==> config.mk <==
export PLATFORM = sky130hd
export DESIGN_NAME = binary_to_packed_bcd_bytes
export DESIGN_NICKNAME = d
export VERILOG_FILES = /design/src/bpb_pkg.sv /design/src/bpb_front.sv /design/src/bpb_queue.sv /design/src/bpb_back.sv /design/src/binary_to_packed_bcd_bytes.sv
export SDC_FILE = /design/constraint.sdc
export NUM_CORES = 1
export LEC_CHECK = 0
export ABC_AREA = 1
export BUFFER_PORTS_ARGS = -buffer_cell sky130_fd_sc_hd__buf_2
export CORE_MARGIN = 2
export CORE_UTILIZATION = 68
export CTS_CLUSTER_DIAMETER = 40
export DETAILED_ROUTE_END_ITERATION = 8
export HOLD_SLACK_MARGIN = 0.05
export PLACE_DENSITY = 0.93
export SYNTH_ARGS = -nofsm -noshare
export SYNTH_HDL_FRONTEND = slang
export SYNTH_SLANG_ARGS = --single-unit
==> constraint.sdc <==
create_clock -name i_clk -period 10.5 [get_ports i_clk]
set_input_delay 0.525 -clock i_clk [delete_from_list [all_inputs] [get_ports i_clk]]
set_output_delay 0.525 -clock i_clk [all_outputs]
set_load 0.05 [all_outputs]
==> src/bpb_pkg.sv <==
// ----------------------------------------------------------------------------
// bpb_pkg
// Types, constants and helper functions shared by the binary to packed BCD
// converter blocks.
// ----------------------------------------------------------------------------
package bpb_pkg;

    localparam int VALUE_W  = 32;
    localparam int DIGITS   = 10;
    localparam int BCD_W    = 4 * DIGITS;
    localparam int COUNT_W  = 4;
    localparam int BITS_PER_STEP = 4;
    localparam int CONV_STEPS    = VALUE_W / BITS_PER_STEP;
    localparam int STEP_W        = $clog2(CONV_STEPS);
    localparam int BCD_BYTES     = DIGITS / 2;
    localparam logic [7:0] PAD_BYTE = 8'h00;

    // One job handed from the converter to the output sequencer.
    typedef struct packed {
        logic [BCD_W-1:0]   bcd;
        logic [COUNT_W-1:0] req;
        logic               le;
    } t_job;

    // Four double dabble iterations: add three to every digit of five or more,
    // then shift in the next binary bit, most significant bit first.
    function automatic logic [BCD_W-1:0] dd4(input logic [BCD_W-1:0] bcd_in,
                                             input logic [BITS_PER_STEP-1:0] bits);
        logic [BCD_W-1:0] r;
        r = bcd_in;
        for (int s = BITS_PER_STEP - 1; s >= 0; s--) begin
            for (int d = 0; d < DIGITS; d++) begin
                if (r[4*d +: 4] >= 4'd5) begin
                    r[4*d +: 4] = r[4*d +: 4] + 4'd3;
                end
            end
            r = {r[BCD_W-2:0], bits[s]};
        end
        return r;
    endfunction

    // Natural byte length: half the significant digit count, rounded up.
    // Zero still gives one byte.
    function automatic logic [COUNT_W-1:0] nat_bytes(input logic [BCD_W-1:0] bcd);
        logic [COUNT_W-1:0] top;
        top = '0;
        for (int d = 1; d < DIGITS; d++) begin
            if (bcd[4*d +: 4] != 4'd0) begin
                top = COUNT_W'(d);
            end
        end
        return (top + COUNT_W'(2)) >> 1;
    endfunction

endpackage

==> src/bpb_front.sv <==
// ----------------------------------------------------------------------------
// bpb_front
// Accepts a conversion request and turns the binary value into ten BCD digits,
// four bits per cycle, then hands the job to the queue.
// ----------------------------------------------------------------------------
module bpb_front (
    input  logic                          i_clk,
    input  logic                          i_rst_n,
    input  logic                          i_push,
    input  logic [31:0]                   i_value,
    input  logic [3:0]                    i_byte_count,
    input  logic                          i_little_endian,
    output logic                          o_full,
    output logic                          o_q_push,
    output bpb_pkg::t_job                 o_job,
    input  logic                          i_q_full
);
    import bpb_pkg::*;

    logic                           r_busy;
    logic                           r_done;
    logic [STEP_W-1:0]              r_step;
    logic [VALUE_W-BITS_PER_STEP-1:0] r_val;
    logic [BCD_W-1:0]               r_bcd;
    logic [COUNT_W-1:0]             r_req;
    logic                           r_le;
    logic                           accept;

    assign o_q_push = r_busy && r_done && !i_q_full;
    assign o_full   = r_busy && !o_q_push;
    assign accept   = i_push && !o_full;
    assign o_job    = '{bcd: r_bcd, req: r_req, le: r_le};

    always_ff @(posedge i_clk) begin
        if (!i_rst_n) begin
            r_busy <= 1'b0;
            r_done <= 1'b0;
            r_step <= '0;
        end else if (accept) begin
            // The first four bits are converted on the way in.
            r_busy <= 1'b1;
            r_done <= 1'b0;
            r_step <= STEP_W'(1);
            r_bcd  <= dd4('0, i_value[VALUE_W-1 -: BITS_PER_STEP]);
            r_val  <= i_value[VALUE_W-BITS_PER_STEP-1:0];
            r_req  <= i_byte_count;
            r_le   <= i_little_endian;
        end else if (o_q_push) begin
            r_busy <= 1'b0;
        end else if (r_busy && !r_done) begin
            r_bcd  <= dd4(r_bcd, r_val[VALUE_W-BITS_PER_STEP-1 -: BITS_PER_STEP]);
            r_val  <= {r_val[VALUE_W-2*BITS_PER_STEP-1:0], {BITS_PER_STEP{1'b0}}};
            r_step <= r_step + STEP_W'(1);
            if (r_step == STEP_W'(CONV_STEPS - 1)) begin
                r_done <= 1'b1;
            end
        end
    end

endmodule

==> src/bpb_queue.sv <==
// ----------------------------------------------------------------------------
// bpb_queue
// Two-entry job queue between the converter and the output sequencer.
// ----------------------------------------------------------------------------
module bpb_queue (
    input  logic          i_clk,
    input  logic          i_rst_n,
    input  logic          i_wr,
    input  bpb_pkg::t_job i_job,
    output logic          o_full,
    input  logic          i_rd,
    output bpb_pkg::t_job o_job,
    output logic          o_empty
);
    import bpb_pkg::*;

    localparam int DEPTH = 2;

    t_job       r_mem [DEPTH];
    logic       r_wr_ptr;
    logic       r_rd_ptr;
    logic [1:0] r_count;
    logic       do_wr;
    logic       do_rd;

    assign o_full  = (r_count == 2'(DEPTH));
    assign o_empty = (r_count == 2'd0);
    assign do_wr   = i_wr && !o_full;
    assign do_rd   = i_rd && !o_empty;
    assign o_job   = r_mem[r_rd_ptr];

    always_ff @(posedge i_clk) begin
        if (do_wr) begin
            r_mem[r_wr_ptr] <= i_job;
        end
    end

    always_ff @(posedge i_clk) begin
        if (!i_rst_n) begin
            r_wr_ptr <= 1'b0;
            r_rd_ptr <= 1'b0;
            r_count  <= 2'd0;
        end else begin
            if (do_wr) begin
                r_wr_ptr <= ~r_wr_ptr;
            end
            if (do_rd) begin
                r_rd_ptr <= ~r_rd_ptr;
            end
            if (do_wr && !do_rd) begin
                r_count <= r_count + 2'd1;
            end else if (do_rd && !do_wr) begin
                r_count <= r_count - 2'd1;
            end
        end
    end

endmodule

==> src/bpb_back.sv <==
// ----------------------------------------------------------------------------
// bpb_back
// Output sequencer: works out the byte count of a job and emits its packed
// BCD bytes one per transaction in the requested order.
// ----------------------------------------------------------------------------
module bpb_back #(
    parameter int MAX_BYTES = 8
) (
    input  logic          i_clk,
    input  logic          i_rst_n,
    input  bpb_pkg::t_job i_job,
    input  logic          i_q_empty,
    output logic          o_q_rd,
    output logic [7:0]    o_bcd_byte,
    output logic          o_last,
    output logic          o_empty,
    input  logic          i_pop
);
    import bpb_pkg::*;

    logic               r_active;
    logic [COUNT_W-1:0] r_idx;
    logic [COUNT_W-1:0] r_cnt;
    logic [BCD_W-1:0]   r_bcd;
    logic               r_le;
    logic [COUNT_W-1:0] k;
    logic [COUNT_W-1:0] want;
    logic [COUNT_W-1:0] n_cnt;
    logic               done;

    assign o_empty = !r_active;
    assign o_last  = (r_idx + COUNT_W'(1) == r_cnt);
    assign done    = r_active && i_pop && o_last;
    assign o_q_rd  = (!r_active || done) && !i_q_empty;

    // Byte position counted from the least significant end.
    assign k = r_le ? r_idx : (r_cnt - COUNT_W'(1) - r_idx);

    always_comb begin
        case (k)
            4'd0:    o_bcd_byte = r_bcd[7:0];
            4'd1:    o_bcd_byte = r_bcd[15:8];
            4'd2:    o_bcd_byte = r_bcd[23:16];
            4'd3:    o_bcd_byte = r_bcd[31:24];
            4'd4:    o_bcd_byte = r_bcd[39:32];
            default: o_bcd_byte = PAD_BYTE;
        endcase
    end

    always_comb begin
        want  = (i_job.req == '0) ? nat_bytes(i_job.bcd) : i_job.req;
        n_cnt = (int'(want) > MAX_BYTES) ? COUNT_W'(MAX_BYTES) : want;
    end

    always_ff @(posedge i_clk) begin
        if (!i_rst_n) begin
            r_active <= 1'b0;
            r_idx    <= '0;
            r_cnt    <= '0;
        end else if (o_q_rd) begin
            r_active <= 1'b1;
            r_idx    <= '0;
            r_cnt    <= n_cnt;
            r_bcd    <= i_job.bcd;
            r_le     <= i_job.le;
        end else if (done) begin
            r_active <= 1'b0;
        end else if (r_active && i_pop) begin
            r_idx <= r_idx + COUNT_W'(1);
        end
    end

endmodule

==> src/binary_to_packed_bcd_bytes.sv <==
// ----------------------------------------------------------------------------
// binary_to_packed_bcd_bytes
// Converts a 32-bit unsigned value to packed BCD bytes, natural length or a
// requested count, emitted in either byte order with the final byte marked.
// ----------------------------------------------------------------------------
//  Channel | Handshake          | Payload
//  --------+--------------------+-----------------------------------------------
//  input   | push / full        | i_value, i_byte_count, i_little_endian
//  result  | pop / empty        | o_bcd_byte, o_last
//
// The converter turns four value bits per cycle through the double dabble adjust
// and takes the next item as it hands its finished job to the queue. Output gives
// 1 to MAX_BYTES bytes per item, one per pop, and takes a queued job as one ends.
// A two-job queue sits between converter and sequencer so either side may stall.
// Reset is synchronous and active low; it clears all control state.
module binary_to_packed_bcd_bytes #(
    parameter int MAX_BYTES = 8
) (
    input  logic        i_clk,
    input  logic        i_rst_n,
    input  logic        push,
    output logic        full,
    input  logic [31:0] i_value,
    input  logic [3:0]  i_byte_count,
    input  logic        i_little_endian,
    output logic        empty,
    input  logic        pop,
    output logic [7:0]  o_bcd_byte,
    output logic        o_last
);
    import bpb_pkg::*;

    t_job wr_job;
    t_job rd_job;
    logic q_wr;
    logic q_full;
    logic q_rd;
    logic q_empty;

    bpb_front u_front (
        .i_clk           (i_clk),
        .i_rst_n         (i_rst_n),
        .i_push          (push),
        .i_value         (i_value),
        .i_byte_count    (i_byte_count),
        .i_little_endian (i_little_endian),
        .o_full          (full),
        .o_q_push        (q_wr),
        .o_job           (wr_job),
        .i_q_full        (q_full)
    );

    bpb_queue u_queue (
        .i_clk   (i_clk),
        .i_rst_n (i_rst_n),
        .i_wr    (q_wr),
        .i_job   (wr_job),
        .o_full  (q_full),
        .i_rd    (q_rd),
        .o_job   (rd_job),
        .o_empty (q_empty)
    );

    bpb_back #(
        .MAX_BYTES (MAX_BYTES)
    ) u_back (
        .i_clk      (i_clk),
        .i_rst_n    (i_rst_n),
        .i_job      (rd_job),
        .i_q_empty  (q_empty),
        .o_q_rd     (q_rd),
        .o_bcd_byte (o_bcd_byte),
        .o_last     (o_last),
        .o_empty    (empty),
        .i_pop      (pop)
    );

endmodule

# Yosys cells after proc, flatten, opt, wreduce, memory -nomap -nowiden

Memory sizes are Yosys's and may differ from the RTL's. A register that Yosys moved wholly into a read port is not among the register bits.
Cells that the tools add are included.
Widths: inputs -> output; s select.

Bits of input ports: 41
Memories: 1
Logic and storage cells: 360
Bits in read-only memories: 0
Latch bits: 0
Output and inout port bits: 11
Bits in writable memories: 90
Flip-flop bits (word level): 132

Memory list:

| name          | depth | width | rd ports | clocked after memory_dff | wr ports | RTL line        | source |
|---|---|---|---|---|---|---|---|
| u_queue.r_mem | 2     | 45    | 1        | 1                        | 1        | bpb_queue.sv:19 | `t_job r_mem [DEPTH];` |

Div/mod/pow operators: 0
Bitwise logic cells: 5
Multiply operators: 0
Order comparisons: 42
Reduce and logical (&&, ||, !) cells: 46
Equality and inequality tests: 8
$add $sub $neg: 48
Shifts and indexed selects: 0
Multiplexer cells: 193

Operators by type and width:

| operator            | count |
|---|---|
| $mux 4              | 150 |
| $ge 4x3->1 const B  | 40 |
| $add 4x2->4 const B | 37 |
| $mux 28             | 3 |
| $mux 40             | 2 |
| $mux 3              | 20 |
| $pmux 8 s5          | 1 |
| $reduce_bool 4->1   | 9 |
| $add 3x2->3 const B | 4 |
| $logic_and 1x1->1   | 12 |
| $mux 1              | 12 |
| $reduce_and 2->1    | 5 |
| $eq 4x2->1 const B  | 2 |
| $logic_not 1->1     | 8 |
| $logic_not 4->1     | 2 |
| $mux 2              | 4 |
| $reduce_bool 2->1   | 4 |
| $reduce_and 3->1    | 2 |
| $mux 5              | 1 |
| $not 1->1           | 5 |
| $add 3x2->4 const B | 1 |
| $add 4x1->4 const B | 1 |
| $eq 4x1->1 const B  | 1 |
| $eq 4x3->1 const B  | 1 |
| 14 further kinds    | 15 |

# Depth between registers and ports, before layout

Depth after elaboration: 26
Gate-level depth with buffers: 30
Mapped depth without buffers: 30

# Hierarchy

From an unflattened synthesis, not the netlist that was laid out.

Cells, all modules: 1,584
Area, all modules: 13,670.6 um2

By module, submodules not included:

| module    | cells each | times used | area each (um2) |
|---|---|---|---|
| bpb_front | 1,100      | 1          | 7,378.3 |
| bpb_queue | 178        | 1          | 3,696.0 |
| bpb_back  | 306        | 1          | 2,596.2 |

# Worst setup path after synthesis

No wires, ideal clock.

Path kind: reg-to-reg
Start: register u_front.r_busy
End: register u_front.r_bcd[0] (enable)
Path slack: 5.096 ns
Setup time: 0.517 ns
Arrival: 4.888 ns
Data required time: 9.983 ns
Stages on the path, launching flop included: 8
Path through: dfxtp_1 -> inv_1 -> a211oi_2 -> nor2_1 -> nor2_2 -> clkinv_1 -> clkbuf_1 -> a21oi_1

Cells in the longest elaborated chain, start to end: 8
Elaborated cells between the ends (all ways): 10
Those cells by class: 1 x eq/ne; 9 x reduce/logical

RTL lines:

| what                                                             | RTL line                         | source |
|---|---|---|
| from (decl)                                                      | bpb_front.sv:20                  | `logic r_busy;` |
| from (signal assigned)                                           | bpb_front.sv:36                  | `r_busy <= 1'b0;` |
| from (signal assigned)                                           | bpb_front.sv:41                  | `r_busy <= 1'b1;` |
| from (signal assigned)                                           | bpb_front.sv:49                  | `r_busy <= 1'b0;` |
| $logic_and 1x1->1 (2 in a row)                                   | bpb_front.sv:29                  | `assign o_q_push = r_busy && r_done && !i_q_full;` |
| $logic_not 1->1                                                  | bpb_front.sv:30                  | `assign o_full = r_busy && !o_q_push;` |
| $logic_and 1x1->1 (*)                                            | bpb_front.sv:30                  |  |
| via full                                                         | binary_to_packed_bcd_bytes.sv:22 | `output logic full,` |
| $logic_not 1->1 (*)                                              | bpb_front.sv:31                  | `assign accept = i_push && !o_full;` |
| $logic_and 1x1->1 (*)                                            | bpb_front.sv:31                  |  |
| $ne 2x2->1 (no source line) or $reduce_bool 2->1 (tied branches) | -                                |  |
| $reduce_and 3->1 (no source line) (*)                            | -                                |  |
| to (signal assigned)                                             | bpb_front.sv:44                  | `r_bcd <= dd4('0, i_value[VALUE_W-1 -: BITS_PER_STEP]);` |
| to (signal assigned)                                             | bpb_front.sv:51                  | `r_bcd <= dd4(r_bcd, r_val[VALUE_W-BITS_PER_STEP-1 -: BITS_PER_STEP]);` |
| to (decl)                                                        | bpb_front.sv:24                  | `logic [BCD_W-1:0] r_bcd;` |

The timed path passes the listed nets; every way through them passes the cells marked *.
A chain may end at the register's enable or synchronous reset.

# Worst setup path in the final report

Start: register u_back.r_idx[1]
End: output port o_bcd_byte[7]

Cells in the longest elaborated chain, start to end: 4
Elaborated cells between the ends (all ways): 8
Those cells by class: 1 x add/sub; 4 x eq/ne; 2 x mux; 1 x reduce/logical

RTL lines:

| what                               | RTL line                         | source |
|---|---|---|
| from (decl)                        | bpb_back.sv:22                   | `logic [COUNT_W-1:0] r_idx;` |
| from (signal assigned)             | bpb_back.sv:69                   | `r_idx <= r_idx + COUNT_W'(1);` |
| $sub 4x4->4                        | bpb_back.sv:37                   | `assign k = r_le ? r_idx : (r_cnt - COUNT_W'(1) - r_idx);` |
| $mux 4 (*)                         | bpb_back.sv:37                   |  |
| $eq 4x3->1 (tied with other cells) | bpb_back.sv:40                   | `case (k)` |
| $pmux 8 s5 (*)                     | bpb_back.sv:40                   |  |
| to (decl)                          | binary_to_packed_bcd_bytes.sv:28 | `output logic [7:0] o_bcd_byte,` |

Mark *: on every way between the ends. The rest lies on a longest branch, timed or not.

==> flow_metrics.tcl <==
set metrics [dict create \
    holdBufCountCts 0 \
    finClkSkew_ns 0.0234 \
    setup.reg_to_reg.worst_slack_ns 6.41 \
    grt_pass1_wl_mm 49.5 \
    finalHoldViolCount 0 \
    required_ns 9.98 \
    antenna_found_initial 0 \
    grt_start_max_net_pins 69 \
    first_pass_iters 6 \
    fin_ws_ns 6.26 \
    hold_class "input pin to flop" \
    reg2reg_from "u_front.r_bcd[37]$_SDFFCE_PP0P_" \
    cp.arrival_ns 3.71 \
    fin_area_um2 14900 \
    avgRoutedWirePerCell_um 16.4 \
    cts.sinks 223 \
    cts_tree "yes" \
    synth_area_leaders "edfxtp_1, nand2_1, inv_1" \
    maxCapViolCount 0 \
    cts.repair.resized 0 \
    die_area_um2 20700 \
    syn_avg_cell_area_um2 8.71 \
    drt_iter0_markers 965 \
    core.rowCount 51 \
    cts_buffers 30 \
    yosysWarnings 0 \
    worstMarginPinSlew_ns 1.20 \
    slew_violations 0 \
    grt.overflow.total 0 \
    pre_cts_slack_ns 6.60 \
    post_route_cells_drive_above_1_share 0.163 \
    max_freq_mhz 236 \
    boundaryPins 52 \
    hp-start "i_byte_count[1]" \
    core_area_um2 19300 \
    synth-seq-cells 223 \
    place_area_um2 13900 \
    area_delta_synth_final_pct 12.3 \
    clk_path_buf_depth 3 \
    cts_setup_buffers 0 \
    clockRootBuffer "clkbuf_16" \
    critPathKind "flop to primary output" \
    dpl.hpwl_mm 20.0 \
    clock_latency_ns 0.55 \
    dieWidth_um 144 \
    ff2ff_path_depth 22 \
    whs_endpoint "u_front.r_req[1]$_DFFE_PP_" \
    synth_largest_area_cell "edfxtp_1" \
    grt_pass1_vias 10900 \
    fin_crit_ns 4.24 \
    die_y_um 144 \
    via_per_inst 5.79 \
    whs_ns 0.157 \
    yosys_most_used_dff "edfxtp_1" \
    synth_common_cells "nand2_1, inv_1, edfxtp_1" \
    cp-end-kind "primary output" \
    async_flop_share 0 \
    yosysMostFrequentCell "nand2_1" \
    synth-seq-area-share 0.490 \
    yosysUniqueCellTypes 52 \
    routed_wl_mm 31.0 \
    whs_path_depth 1 \
    grt_usage 0.301 \
    grt_setup_unrepaired "false" \
    gp_congestion 0.865 \
    synth_area_um2 13300 \
    r2r_end "u_front.r_bcd[38]$_SDFFCE_PP0P_" \
    syn-num-nets 1631 \
    dr_total_vias 10900 \
    setup_violations 0 \
    path_clk_slew_ns 0.06 \
    diodes 0 \
    startpoint_type "flop" \
    cp_max_fo 8 \
    relSlewSlack 0.199 \
    initial_utilization 0.687 \
    status "complete, no violations" \
    drc_errors 0 \
    synth_top_area_share 0.461 \
    io_buffers 51 \
    cts_max_level 1 \
    final_antenna_net_count 0 \
    synth-edff-count 204 \
    nNetsFinal 1703 \
    tns_ns 0 \
    synthCells 1525 \
    fin_crit_sh 0.404 \
]
## worst max path at each step
stage,startpoint,endpoint,slack (ns),depth (start not counted)
detailed placement,u_front.r_bcd[36]$_SDFFCE_PP0P_,u_front.r_bcd[38]$_SDFFCE_PP0P_,6.60,22
global placement,u_front.r_bcd[1]$_DFFE_PP_,u_front.r_bcd[8]$_SDFFCE_PP0P_,6.97,25
floorplan,u_front.r_busy$_SDFFE_PN0P_,u_front.r_bcd[0]$_DFFE_PP_,5.10,7
global route,u_back.r_idx[0]$_SDFFE_PP0P_,o_bcd_byte[1],6.01,10
finish,u_back.r_idx[1]$_SDFFE_PP0P_,o_bcd_byte[7],6.26,13
CTS,u_back.r_idx[1]$_SDFFE_PP0P_,o_bcd_byte[0],6.33,13
## cells in the final DEF (no fill, tap or decap), types with 13 or more instances in the layout
cell type / synthesis / layout
a21oi_1: 39 / 38
a22oi_1: 14 / 14
buf_2: 7 / 51
clkbuf_16: 0 / 30
dfxtp_1: 19 / 18
edfxtp_1: 204 / 204
ha_1: 64 / 64
inv_1: 248 / 248
inv_2: 19 / 20
mux2_2: 20 / 20
nand2_1: 431 / 431
nand2_2: 49 / 49
nand3_1: 110 / 110
nand3_2: 15 / 15
nand4_1: 21 / 21
nor2_1: 70 / 68
o21ai_0: 61 / 61
xor2_1: 13 / 13
## per-layer routing
layer | share of wire | up-vias | global-route usage
met1 | 0.37 | 5043 | 0.344
met5 | 0 | - | 0
met3 | 0.072 | 158 | 0.0513
li1 | - | 5147 | -
met2 | 0.51 | 573 | 0.540
met4 | 0.049 | 0 | 0.163
## worst max-delay path: stages, from the launching register on
cell and delay, ns:
dfxtp_1 0.40, inv_1 0.11, ha_1 0.29, a21o_1 0.17, a21oi_1 0.15, xor2_1 0.09
nand2_1 0.09, o21ai_0 0.18, nor2_1 0.23, inv_1 0.11, nor3_1 0.72, a22oi_1 0.20
nand3_1 0.16, buf_2 0.27
## sequential cells by signal, indices dropped and copies added (netlist names), named ones only
register	cells
u_back.r_cnt	4
u_front.r_bcd	40
u_back.r_le	1
u_queue.r_count	2
u_queue.r_mem	90
u_queue.r_wr_ptr	1
u_back.r_active	1
u_front.r_busy	1
u_front.r_done	1
u_back.r_idx	4
u_front.r_req	4
u_back.r_bcd	40
u_front.r_step	3
u_front.r_le	1
u_queue.r_rd_ptr	1
u_front.r_val	28
## stage by stage
| stage | utilization | cells |
|---|---|---|
| 2_1_floorplan | - | 1525 |
| 3_3_place_gp | 0.718 | 1830 |
| 3_5_place_dp | 0.718 | 1830 |
| 4_1_cts | 0.771 | 1886 |
| 5_1_grt | 0.771 | 1886 |
| 6_report | 0.771 | 1886 |
## cell families (layout without fill, tap and decap cells)
logic type               after synthesis  after routing  share of synthesized area
AND/OR/NAND/NOR                      743            743                      0.255
buffers and inverters                286            382                     0.0815
flip-flops                           223            223                      0.490
AO/OA/AOI/OAI                        159            159                     0.0711
adder cells (fa/ha/maj)               65             65                     0.0618
multiplexers                          26             26                     0.0215
XOR/XNOR                              23             23                     0.0194
## layout make-up
type                            instances  area, um2
Multi-Input combinational cell       1016       5720
Fill cell                            1121       4430
Timing Repair Buffer                   58        308
Clock buffer                           31        754
Tap cell                              265        332
Inverter                              268       1010
Clock inverter                         25        280
Sequential cell                       223       6510
Power is not shown: default switching activity piles up to over one toggle a cycle in this logic, so the estimate is an artifact.
